**src/rtl/ehd_pkg.sv**
```systemverilog
// ============================================================================
// ehd_pkg
// shared types and widths for the easter date pipeline
// ============================================================================
package ehd_pkg;

    localparam int YEAR_W     = 14;
    localparam int IN_TDATA_W = 16;
    localparam int OUT_TDATA_W = 40;
    localparam int OFF_W      = 6;

    // month and day of month
    typedef struct packed {
        logic [2:0] mon;
        logic [4:0] day;
    } date_t;

    // easter sunday plus what the feast stage needs
    typedef struct packed {
        date_t              easter;
        logic [OFF_W-1:0]   off;    // days after march 1
        logic               leap;
    } easter_t;

endpackage

```
**src/rtl/easter_holiday_dates.sv**
```systemverilog
// throughput: one year per cycle while m_axis is not stalled; nine computus stages
//   and one output stage each hold a word, and stages fill bubbles while the output
//   is stalled
// reset: rst_n clears only the valid bits; data registers are left as they are
// ============================================================================
// easter_holiday_dates
// easter sunday, carnival, good friday, ascension and pentecost for a year
// ============================================================================
module easter_holiday_dates (
    input  logic                             clk,
    input  logic                             rst_n,
    // year stream in
    input  logic                             s_axis_tvalid,
    output logic                             s_axis_tready,
    input  logic [ehd_pkg::IN_TDATA_W-1:0]   s_axis_tdata,  // [13:0] year, [15:14] zero
    // dates stream out
    output logic                             m_axis_tvalid,
    input  logic                             m_axis_tready,
    // [2:0] easter_sunday_month, [7:3] easter_date, [9:8] carnival_month,
    // [14:10] carnival_date, [17:15] good_friday_month, [22:18] good_friday_date,
    // [25:23] pentecost_month, [30:26] pentecost_date, [33:31] ascension_month,
    // [38:34] ascension_date, [39] zero
    output logic [ehd_pkg::OUT_TDATA_W-1:0]  m_axis_tdata
);
    import ehd_pkg::*;

    // handoff between the computus pipeline and the feast stage
    logic    cmp_valid;
    logic    cmp_ready;
    easter_t cmp_word;

    // golden number, century terms, epact and weekday correction,
    // ending with easter as an offset from march 1
    ehd_computus u_computus (
        .clk       (clk),
        .rst_n     (rst_n),
        .in_valid  (s_axis_tvalid),
        .in_ready  (s_axis_tready),
        .year      (s_axis_tdata[YEAR_W-1:0]),
        .out_valid (cmp_valid),
        .out_ready (cmp_ready),
        .result    (cmp_word)
    );

    // shifts the offset by each feast's distance from easter, maps back to
    // month and day (february length from the leap flag), registers the word
    ehd_feasts u_feasts (
        .clk       (clk),
        .rst_n     (rst_n),
        .in_valid  (cmp_valid),
        .in_ready  (cmp_ready),
        .in_data   (cmp_word),
        .out_valid (m_axis_tvalid),
        .out_ready (m_axis_tready),
        .out_data  (m_axis_tdata)
    );

endmodule

```
**src/rtl/ehd_computus.sv**
```systemverilog
// ============================================================================
// ehd_computus
// nine-stage pipeline of the anonymous gregorian computus
// ============================================================================
module ehd_computus (
    input  logic                         clk,
    input  logic                         rst_n,
    input  logic                         in_valid,
    output logic                         in_ready,
    input  logic [ehd_pkg::YEAR_W-1:0]   year,
    output logic                         out_valid,
    input  logic                         out_ready,
    output ehd_pkg::easter_t             result
);
    import ehd_pkg::*;

    localparam int NSTG = 9;

    // reciprocal constants, each checked exact over the operand range
    localparam logic [12:0] RECIP_100 = 13'd5243;   // >> 19
    localparam logic [15:0] RECIP_19  = 16'd55189;  // >> 20
    localparam logic [5:0]  RECIP_25  = 6'd41;      // >> 10
    localparam logic [7:0]  RECIP_3   = 8'd171;     // >> 9
    localparam logic [9:0]  RECIP_30  = 10'd547;    // >> 14
    localparam logic [7:0]  RECIP_7   = 8'd147;     // >> 10
    localparam logic [8:0]  M_LIMIT   = 9'd451;
    localparam logic [5:0]  OFF_BIAS  = 6'd21;      // 114 minus days to march 1 (93)
    localparam logic [5:0]  APR_FIRST = 6'd31;

    logic [NSTG-1:0] vld_reg, vld_next, rdy;

    // ready ripples back through empty stages
    always_comb
    begin
        rdy[NSTG-1] = ~vld_reg[NSTG-1] | out_ready;
        for (int i = NSTG-2; i >= 0; i--)
        begin
            rdy[i] = ~vld_reg[i] | rdy[i+1];
        end
        vld_next[0] = rdy[0] ? in_valid : vld_reg[0];
        for (int i = 1; i < NSTG; i++)
        begin
            vld_next[i] = rdy[i] ? vld_reg[i-1] : vld_reg[i];
        end
    end

    always_ff @(posedge clk or negedge rst_n)
    begin
        if (!rst_n)
            vld_reg <= '0;
        else
            vld_reg <= vld_next;
    end

    assign in_ready  = rdy[0];
    assign out_valid = vld_reg[NSTG-1];

    // stage 1: year / 100 and year / 19
    logic [26:0] p100;
    logic [29:0] p19;
    logic [13:0] s1_year_reg;
    logic [7:0]  s1_b_reg;
    logic [9:0]  s1_q19_reg;

    assign p100 = 27'(year) * 27'(RECIP_100);
    assign p19  = 30'(year) * 30'(RECIP_19);

    always_ff @(posedge clk)
    begin
        if (rdy[0])
        begin
            s1_year_reg <= year;
            s1_b_reg    <= p100[26:19];
            s1_q19_reg  <= p19[29:20];
        end
    end

    // stage 2: remainders, (b + 8) / 25, leap year
    logic [13:0] a_full, c_full;
    logic [14:0] p25;
    logic [4:0]  s2_a_reg;
    logic [7:0]  s2_b_reg;
    logic [6:0]  s2_c_reg;
    logic [2:0]  s2_f_reg;
    logic        s2_leap_reg;

    assign a_full = s1_year_reg - 14'(s1_q19_reg) * 14'd19;
    assign c_full = s1_year_reg - 14'(s1_b_reg) * 14'd100;
    assign p25    = (15'(s1_b_reg) + 15'd8) * 15'(RECIP_25);

    always_ff @(posedge clk)
    begin
        if (rdy[1])
        begin
            s2_a_reg    <= a_full[4:0];
            s2_b_reg    <= s1_b_reg;
            s2_c_reg    <= c_full[6:0];
            s2_f_reg    <= p25[12:10];
            s2_leap_reg <= (s1_year_reg[1:0] == 2'd0)
                           && ((c_full[6:0] != 7'd0) || (s1_b_reg[1:0] == 2'd0));
        end
    end

    // stage 3: g = (b - f + 1) / 3
    logic [15:0] p3;
    logic [4:0]  s3_a_reg;
    logic [7:0]  s3_b_reg;
    logic [6:0]  s3_c_reg;
    logic [5:0]  s3_g_reg;
    logic        s3_leap_reg;

    assign p3 = 16'(s2_b_reg - 8'(s2_f_reg) + 8'd1) * 16'(RECIP_3);

    always_ff @(posedge clk)
    begin
        if (rdy[2])
        begin
            s3_a_reg    <= s2_a_reg;
            s3_b_reg    <= s2_b_reg;
            s3_c_reg    <= s2_c_reg;
            s3_g_reg    <= p3[14:9];
            s3_leap_reg <= s2_leap_reg;
        end
    end

    // stage 4: epact sum before mod 30
    logic [9:0] s4_hsum_reg;
    logic [4:0] s4_a_reg;
    logic [1:0] s4_e_reg;
    logic [6:0] s4_c_reg;
    logic       s4_leap_reg;

    always_ff @(posedge clk)
    begin
        if (rdy[3])
        begin
            s4_hsum_reg <= 10'(s3_a_reg) * 10'd19 + 10'(s3_b_reg) + 10'd15
                           - 10'(s3_b_reg[7:2]) - 10'(s3_g_reg);
            s4_a_reg    <= s3_a_reg;
            s4_e_reg    <= s3_b_reg[1:0];
            s4_c_reg    <= s3_c_reg;
            s4_leap_reg <= s3_leap_reg;
        end
    end

    // stage 5: hsum / 30
    logic [19:0] p30;
    logic [9:0]  s5_hsum_reg;
    logic [4:0]  s5_q30_reg;
    logic [4:0]  s5_a_reg;
    logic [1:0]  s5_e_reg;
    logic [6:0]  s5_c_reg;
    logic        s5_leap_reg;

    assign p30 = 20'(s4_hsum_reg) * 20'(RECIP_30);

    always_ff @(posedge clk)
    begin
        if (rdy[4])
        begin
            s5_hsum_reg <= s4_hsum_reg;
            s5_q30_reg  <= p30[18:14];
            s5_a_reg    <= s4_a_reg;
            s5_e_reg    <= s4_e_reg;
            s5_c_reg    <= s4_c_reg;
            s5_leap_reg <= s4_leap_reg;
        end
    end

    // stage 6: h and the weekday sum before mod 7
    logic [9:0] h_full;
    logic [4:0] h_val;
    logic [4:0] s6_h_reg;
    logic [6:0] s6_lsum_reg;
    logic [4:0] s6_a_reg;
    logic       s6_leap_reg;

    assign h_full = s5_hsum_reg - 10'(s5_q30_reg) * 10'd30;
    assign h_val  = h_full[4:0];

    always_ff @(posedge clk)
    begin
        if (rdy[5])
        begin
            s6_h_reg    <= h_val;
            s6_lsum_reg <= 7'd32 + 7'({s5_e_reg, 1'b0}) + 7'({s5_c_reg[6:2], 1'b0})
                           - 7'(h_val) - 7'(s5_c_reg[1:0]);
            s6_a_reg    <= s5_a_reg;
            s6_leap_reg <= s5_leap_reg;
        end
    end

    // stage 7: lsum / 7
    logic [14:0] p7;
    logic [6:0]  s7_lsum_reg;
    logic [3:0]  s7_q7_reg;
    logic [4:0]  s7_h_reg;
    logic [4:0]  s7_a_reg;
    logic        s7_leap_reg;

    assign p7 = 15'(s6_lsum_reg) * 15'(RECIP_7);

    always_ff @(posedge clk)
    begin
        if (rdy[6])
        begin
            s7_lsum_reg <= s6_lsum_reg;
            s7_q7_reg   <= p7[13:10];
            s7_h_reg    <= s6_h_reg;
            s7_a_reg    <= s6_a_reg;
            s7_leap_reg <= s6_leap_reg;
        end
    end

    // stage 8: l and the sum that decides m
    logic [6:0] l_full;
    logic [2:0] l_val;
    logic [4:0] s8_h_reg;
    logic [2:0] s8_l_reg;
    logic [8:0] s8_msum_reg;
    logic       s8_leap_reg;

    assign l_full = s7_lsum_reg - 7'(s7_q7_reg) * 7'd7;
    assign l_val  = l_full[2:0];

    always_ff @(posedge clk)
    begin
        if (rdy[7])
        begin
            s8_h_reg    <= s7_h_reg;
            s8_l_reg    <= l_val;
            s8_msum_reg <= 9'(s7_a_reg) + 9'(s7_h_reg) * 9'd11 + 9'(l_val) * 9'd22;
            s8_leap_reg <= s7_leap_reg;
        end
    end

    // stage 9: easter offset from march 1, month and day
    logic [5:0] off_val;
    easter_t    s9_res_reg;

    assign off_val = 6'(s8_h_reg) + 6'(s8_l_reg) + OFF_BIAS
                     - ((s8_msum_reg >= M_LIMIT) ? 6'd7 : 6'd0);

    always_ff @(posedge clk)
    begin
        if (rdy[8])
        begin
            s9_res_reg.off  <= off_val;
            s9_res_reg.leap <= s8_leap_reg;
            if (off_val >= APR_FIRST)
            begin
                s9_res_reg.easter.mon <= 3'd4;
                s9_res_reg.easter.day <= 5'(off_val - 6'd30);
            end
            else
            begin
                s9_res_reg.easter.mon <= 3'd3;
                s9_res_reg.easter.day <= 5'(off_val + 6'd1);
            end
        end
    end

    assign result = s9_res_reg;

endmodule

```
**src/rtl/ehd_feasts.sv**
```systemverilog
// ============================================================================
// ehd_feasts
// derives the four movable feasts from easter and registers the output word
// ============================================================================
module ehd_feasts (
    input  logic                              clk,
    input  logic                              rst_n,
    input  logic                              in_valid,
    output logic                              in_ready,
    input  ehd_pkg::easter_t                  in_data,
    output logic                              out_valid,
    input  logic                              out_ready,
    output logic [ehd_pkg::OUT_TDATA_W-1:0]   out_data
);
    import ehd_pkg::*;

    localparam logic signed [7:0] CARNIVAL_SHIFT  = -8'sd49;
    localparam logic signed [7:0] GOOD_FRI_SHIFT  = -8'sd2;
    localparam logic signed [7:0] PENTECOST_SHIFT = 8'sd49;
    localparam logic signed [7:0] ASCENSION_SHIFT = 8'sd39;

    // offset from march 1 (negative reaches into february) to month and day
    function automatic date_t march_to_date(logic signed [7:0] off, logic leap);
        date_t             r;
        logic [4:0]        feb;
        logic signed [7:0] tmp;
        feb = leap ? 5'd29 : 5'd28;
        tmp = off;
        if (off < 8'sd0)
        begin
            r.mon = 3'd2;
            r.day = feb + off[4:0] + 5'd1;
        end
        else if (off < 8'sd31)
        begin
            r.mon = 3'd3;
            r.day = off[4:0] + 5'd1;
        end
        else if (off < 8'sd61)
        begin
            r.mon = 3'd4;
            tmp   = off - 8'sd30;
            r.day = tmp[4:0];
        end
        else if (off < 8'sd92)
        begin
            r.mon = 3'd5;
            tmp   = off - 8'sd60;
            r.day = tmp[4:0];
        end
        else
        begin
            r.mon = 3'd6;
            tmp   = off - 8'sd91;
            r.day = tmp[4:0];
        end
        return r;
    endfunction

    logic signed [7:0]      off_s;
    date_t                  carnival, good_fri, pentecost, ascension;
    logic                   vld_reg;
    logic [OUT_TDATA_W-1:0] data_reg;

    assign off_s     = $signed({2'b00, in_data.off});
    assign carnival  = march_to_date(off_s + CARNIVAL_SHIFT, in_data.leap);
    assign good_fri  = march_to_date(off_s + GOOD_FRI_SHIFT, in_data.leap);
    assign pentecost = march_to_date(off_s + PENTECOST_SHIFT, in_data.leap);
    assign ascension = march_to_date(off_s + ASCENSION_SHIFT, in_data.leap);

    assign in_ready = ~vld_reg | out_ready;

    always_ff @(posedge clk or negedge rst_n)
    begin
        if (!rst_n)
            vld_reg <= 1'b0;
        else if (in_ready)
            vld_reg <= in_valid;
    end

    always_ff @(posedge clk)
    begin
        if (in_ready)
        begin
            data_reg <= {1'b0,
                         ascension.day, ascension.mon,
                         pentecost.day, pentecost.mon,
                         good_fri.day, good_fri.mon,
                         carnival.day, carnival.mon[1:0],
                         in_data.easter.day, in_data.easter.mon};
        end
    end

    assign out_valid = vld_reg;
    assign out_data  = data_reg;

endmodule

```
**config.mk**
```make
export PLATFORM = sky130hd
export DESIGN_NAME = easter_holiday_dates
export DESIGN_NICKNAME = d
export VERILOG_FILES = /design/src/rtl/ehd_pkg.sv /design/src/rtl/easter_holiday_dates.sv /design/src/rtl/ehd_computus.sv /design/src/rtl/ehd_feasts.sv
export SDC_FILE = /design/constraint.sdc
export NUM_CORES = 1
export LEC_CHECK = 0
export BUFFER_PORTS_ARGS = -buffer_cell sky130_fd_sc_hd__buf_2
export CAP_MARGIN = 15
export CELL_PAD_IN_SITES_DETAIL_PLACEMENT = 1
export CELL_PAD_IN_SITES_GLOBAL_PLACEMENT = 1
export CORE_ASPECT_RATIO = 1.4
export CORE_UTILIZATION = 48
export CTS_CLUSTER_SIZE = 10
export DETAILED_ROUTE_END_ITERATION = 16
export PLACE_DENSITY_LB_ADDON = 0.1
export REMOVE_ABC_BUFFERS = 1
export SKIP_CTS_REPAIR_TIMING = 1
export SLEW_MARGIN = 20
export SYNTH_ARGS = -nofsm -noshare
export SYNTH_HDL_FRONTEND = slang
export SYNTH_SLANG_ARGS = --single-unit
```
**constraint.sdc**
```tcl
create_clock -name clk -period 5.8 [get_ports clk]
set_input_delay 0.87 -clock clk [delete_from_list [all_inputs] [get_ports clk]]
set_output_delay 0.87 -clock clk [all_outputs]
set_load 0.01 [all_outputs]
```
# == Word level (Yosys, flattened, before mapping) ==
# Cells that the tools add are included.
# word_totals
register_bits,244
input_bits,20
elab_cells,189
# op_classes
addsub,50
mul,13
n_lt_le_gt_ge,18
n_mux,19
n_bitwise,20
reduce_logical,9
# op_table
op,count
$mux 7,8
$add 5x1->5 const B,9
$mul 14x16->30 const B,1
$mul 14x13->27 const B,1
$mux 6,4
$add 5x5->5,4
$mux 5,4
$sub 10x6->10,2
$sub 5x2->5 const B,4
$sub 5x3->5 const B,4
$sub 5x4->5 const B,4
$mul 10x10->19 const B,1
$add 16x1->16 const B,1
$lt 8x1->1 const B,2
$lt 8x6->1 const B,2
$lt 8x7->1 const B,2
$lt 8x8->1 const B,2
$mul 16x8->15 const B,1
$mul 15x6->13 const B,1
$add 6x6->7 const B,2
$lt 7x1->1 const B,2
$lt 7x5->1 const B,2
$lt 7x6->1 const B,2
$lt 7x7->1 const B,2
other kinds (39),62

# == Longest topological paths before layout ==
# logic_depth
depth_word,11
mapped_depth,24
ltp_nobuf,23

# == Modules after synthesis ==
# A second synthesis with hierarchy kept.
# hier_totals
hier_cells,2039
area_unflattened_um2,23137.2
# modules_own_cells
mod,instances,cells_each,area_each_um2,seq_area_each_um2
ehd_computus,1,1682,19751.4,5840.6
ehd_feasts,1,357,3385.7,1196.1

# == Worst setup path before layout ==
# No wires, ideal clock.
# synth_timing
path_kind,reg2reg
from,register u_computus.s2_b_reg[0]
to,"register u_computus.s3_g_reg[5], data pin"
setup_ns,0.268
arrival_time_ns,5.448
slack_ns,0.085
path_stages_with_launch,24
n_path_buf,0
period_less_slack_ns,5.715
path_cell_list,edfxtp_1 -> inv_1 -> ha_1 -> inv_1 -> fa_1 -> ha_1 -> nor4b_1 -> o21ai_0 -> nand3_1 -> xnor2_1 -> ha_1 -> ha_1 -> xor2_1 -> fa_1 -> inv_1 -> fa_1 -> inv_1 -> ha_1 -> a2111oi_0 -> o21ai_0 -> a31oi_1 -> a21oi_1 -> xor2_1 -> xnor3_1
# synth_via
elab_chain_cells,3
# synth_lines
element,line,text
from (decl),ehd_computus.sv:82,logic [7:0] s2_b_reg;
from (signal assigned),ehd_computus.sv:96,s2_b_reg <= s1_b_reg;
$sub 8x3->9,ehd_computus.sv:112,assign p3 = 16'(s2_b_reg - 8'(s2_f_reg) + 8'd1) * 16'(RECIP_3);
$add 16x1->16,ehd_computus.sv:112,
$mul 16x8->15,ehd_computus.sv:112,
named net u_computus.p3[14],ehd_computus.sv:105,logic [15:0] p3;
to (signal assigned),ehd_computus.sv:121,s3_g_reg <= p3[14:9];
to (decl),ehd_computus.sv:109,logic [5:0] s3_g_reg;
# The timed path passes the listed nets, and every way through them passes these cells.
# A chain may end at the register's enable or synchronous reset.

# == Worst setup path in the final report ==
# Same ends and word-level chain as after synthesis.

==> impl_results.md <==
- Final setup viols: 0
- CTS tree: built
- H-Tree Depth: 1
- Top delay family on crit path: adder cells
- CP max-delay cell: fa_1
- DR pass1 iterations: 4
- Reg area: 7010 um^2
- Netlist cell types: 77
- CP Depth: 25
- Most common cell after layout, fill and taps aside: inv_1
- Sequential share of the synthesized area: 0.307
- Crit path DAT: 5980 ps
- Worst Setup EP: u_computus.s3_g_reg[5]
- Max clock buf depth: 3
- Initial Utilization: 0.486
- Area growth from synthesis to final layout: 13.1%
- Syn_area_per_cell: 11.3 um^2
- Flip-flop count of the largest register after layout: 38
- Slew Limit Fails: 0
- Placement Cell Area: 24600 um^2
- Setup crit start kind: register
- Worst-Margin Slew: 985 ps
- HPWL after detailed placement: 41600 um
- Relative slew slack: 0.341
- Commonest register cell after synthesis: edfxtp_1
- Reg2reg start: u_computus.s2_b_reg[0]
- Yosys reg bits: 235
- Buffer and inverter count on the worst path: 9
- Mapped Cells: 2019
- Area taken by multi-input logic gates: 14100 um^2
- Sink Count: 235
- Synth warn: 0
- R2r worst-path depth: 25
- Setup crit end kind: register
- Vias per cell: 5.15
- Number of synthesized flops with an enable pin: 225
- First-pass GRT wire length: 80800 um
- CP dominant cell by count: inv_1
- Number of core rows: 94
- Filler cell count: 4982
- Fin. Hold Viols: 0
- Vias: 14628
- Root Buffer: clkbuf_16
- Die area: 48400 um^2
- IO Port Bufs: 58
- Routed wire length: 49500 um
- Tot GR Track Use: 0.213
- Fin crit share: 0.980
- CTS buffer count: 29
- Iter 0 DRT Violations: 330
- Post-Synthesis Cell Area: 22800 um^2
- Nets: 2878
- Fmax: 176 MHz
- Largest stage delay, worst path: 540 ps
- DRC Markers: 0
- Worst-skew pair later-pin latency: 570 ps
- RSZ-0062 raised after global routing: true
- WS Path Type: reg2reg
- Grt ovf: 0
- Share of layout cells above drive strength 1: 0.119
- Largest net degree at the start of global routing: 29
- R2R setup slack: 110 ps
- CP Max Fanout: 5
- Clk slew on worst S/H paths: 60 ps
- Reg2reg end: u_computus.s3_g_reg[5]
- CP startpoint: u_computus.s2_b_reg[0]
- FFs w/ async S/R, synth: 0.0426
- Worst Hold Class: in2async
- Status: finished clean
- Most frequent cells in the layout: 513 x inv_1, 434 x ha_1, 225 x edfxtp_1
- Fin crit period: 5690 ps
- Final ANT Viol Nets: 0
- Core area: 46900 um^2
- Die width: 186 um
- Placer congestion estimate: 0.848
- Initial antenna violation count: 0
- WL per Instance: 17.4 um
- Max cap viols: 0
- Setup Skew: 20.5 ps
- Die Height: 260 um
- Vias in the first global route: 16346
- Design area: 25800 um^2
- Ports: 62
- CP required: 6090 ps
[cell type report]
cell class	instances	area share
antenna	1	0.0000969
clock buffer	39	0.0300
clock inverter	6	0.00291
inverter	516	0.0750
multi-input combinational	1249	0.545
sequential	235	0.271
tap	624	0.0302
timing repair buffer	169	0.0449
[worst min-delay path by stage]
| stage | from | to | slack [ps] |
|---|---|---|---|
| final | rst_n | u_feasts.out_valid | 160 |
| after global routing | rst_n | u_feasts.out_valid | 160 |
| after CTS | rst_n | u_feasts.out_valid | 150 |
| after detailed placement | u_computus.s4_a_reg[4] | u_computus.s5_a_reg[4] | 410 |
| after global placement | u_computus.s6_h_reg[2] | u_computus.s7_h_reg[2] | 400 |
| after floorplan | u_computus.s8_leap_reg | u_computus.result[0] | 400 |
[worst reg2reg max path, stage by stage (launching register included)]
cell       delay [ps]
edfxtp_1          400
inv_1              80
ha_2              170
inv_1              60
fa_2              490
buf_6             150
o2111ai_4         120
a21oi_4            80
buf_6             140
or4_1             520
o221ai_4          120
buf_4             170
buf_4             120
ha_4              200
fa_1              480
inv_1              60
fa_1              540
inv_1              70
ha_4              250
a2111oi_4         360
o21ai_2           110
a31oi_1           150
buf_4             150
a21oi_2            60
xor2_1            160
xnor3_1           250
[layer usage]
layer  global-route usage  vias to the layer above  part of all wire
li1                     -                     7033                 -
met1                0.234                     7380              0.38
met2                0.418                      141              0.56
met3               0.0228                       74             0.022
met4               0.0663                        0             0.030
met5                    0                        -                 0
[cells by family (layout without fill, tap and decap cells)]
logic type / after synthesis / count (layout) / share of synthesized area
adder cells (fa/ha/maj): 660 / 660 / 0.432
buffers and inverters: 535 / 730 / 0.0889
AO/OA/AOI/OAI: 242 / 242 / 0.0717
flip-flops: 235 / 235 / 0.307
AND/OR/NAND/NOR: 206 / 206 / 0.0456
XOR/XNOR: 135 / 135 / 0.0527
multiplexers: 5 / 5 / 0.00230
other: 1 / 2 / 0.000164
[per-stage QoR]
stage	cells	setup TNS (ps)	hold WS [ps]	setup WS [ps]	utilization
2_1_floorplan	2000	0	400	80.6	-
3_3_place_gp	2785	-764	400	-267	0.524
3_5_place_dp	2785	-1490	405	-331	0.524
4_1_cts	2830	-361	147	-230	0.542
5_1_grt	2838	-226	161	-129	0.550
6_report	2839	0	161	114	0.550
[synthesized netlist by cell type (10+ instances only)]
cell / instances / share of area
inv_1: 515 / 0.085
ha_1: 445 / 0.24
edfxtp_1: 225 / 0.30
fa_1: 213 / 0.19
xnor2_1: 101 / 0.039
a21oi_1: 66 / 0.014
nor2_1: 53 / 0.0087
nand2_1: 50 / 0.0082
o21ai_0: 36 / 0.0079
xor2_1: 32 / 0.012
a21o_1: 31 / 0.010
nand3_1: 21 / 0.0046
a31oi_1: 14 / 0.0038
nand2b_1: 12 / 0.0033
o21a_1: 12 / 0.0039
a211oi_1: 11 / 0.0036
nor2b_1: 11 / 0.0030
nor3_1: 11 / 0.0024
clkbuf_1: 10 / 0.0016
dfrtp_1: 10 / 0.011
Power is left out: the tool's default activity adds up to more than one toggle a clock period on the data nets, which glitch-free logic cannot reach.
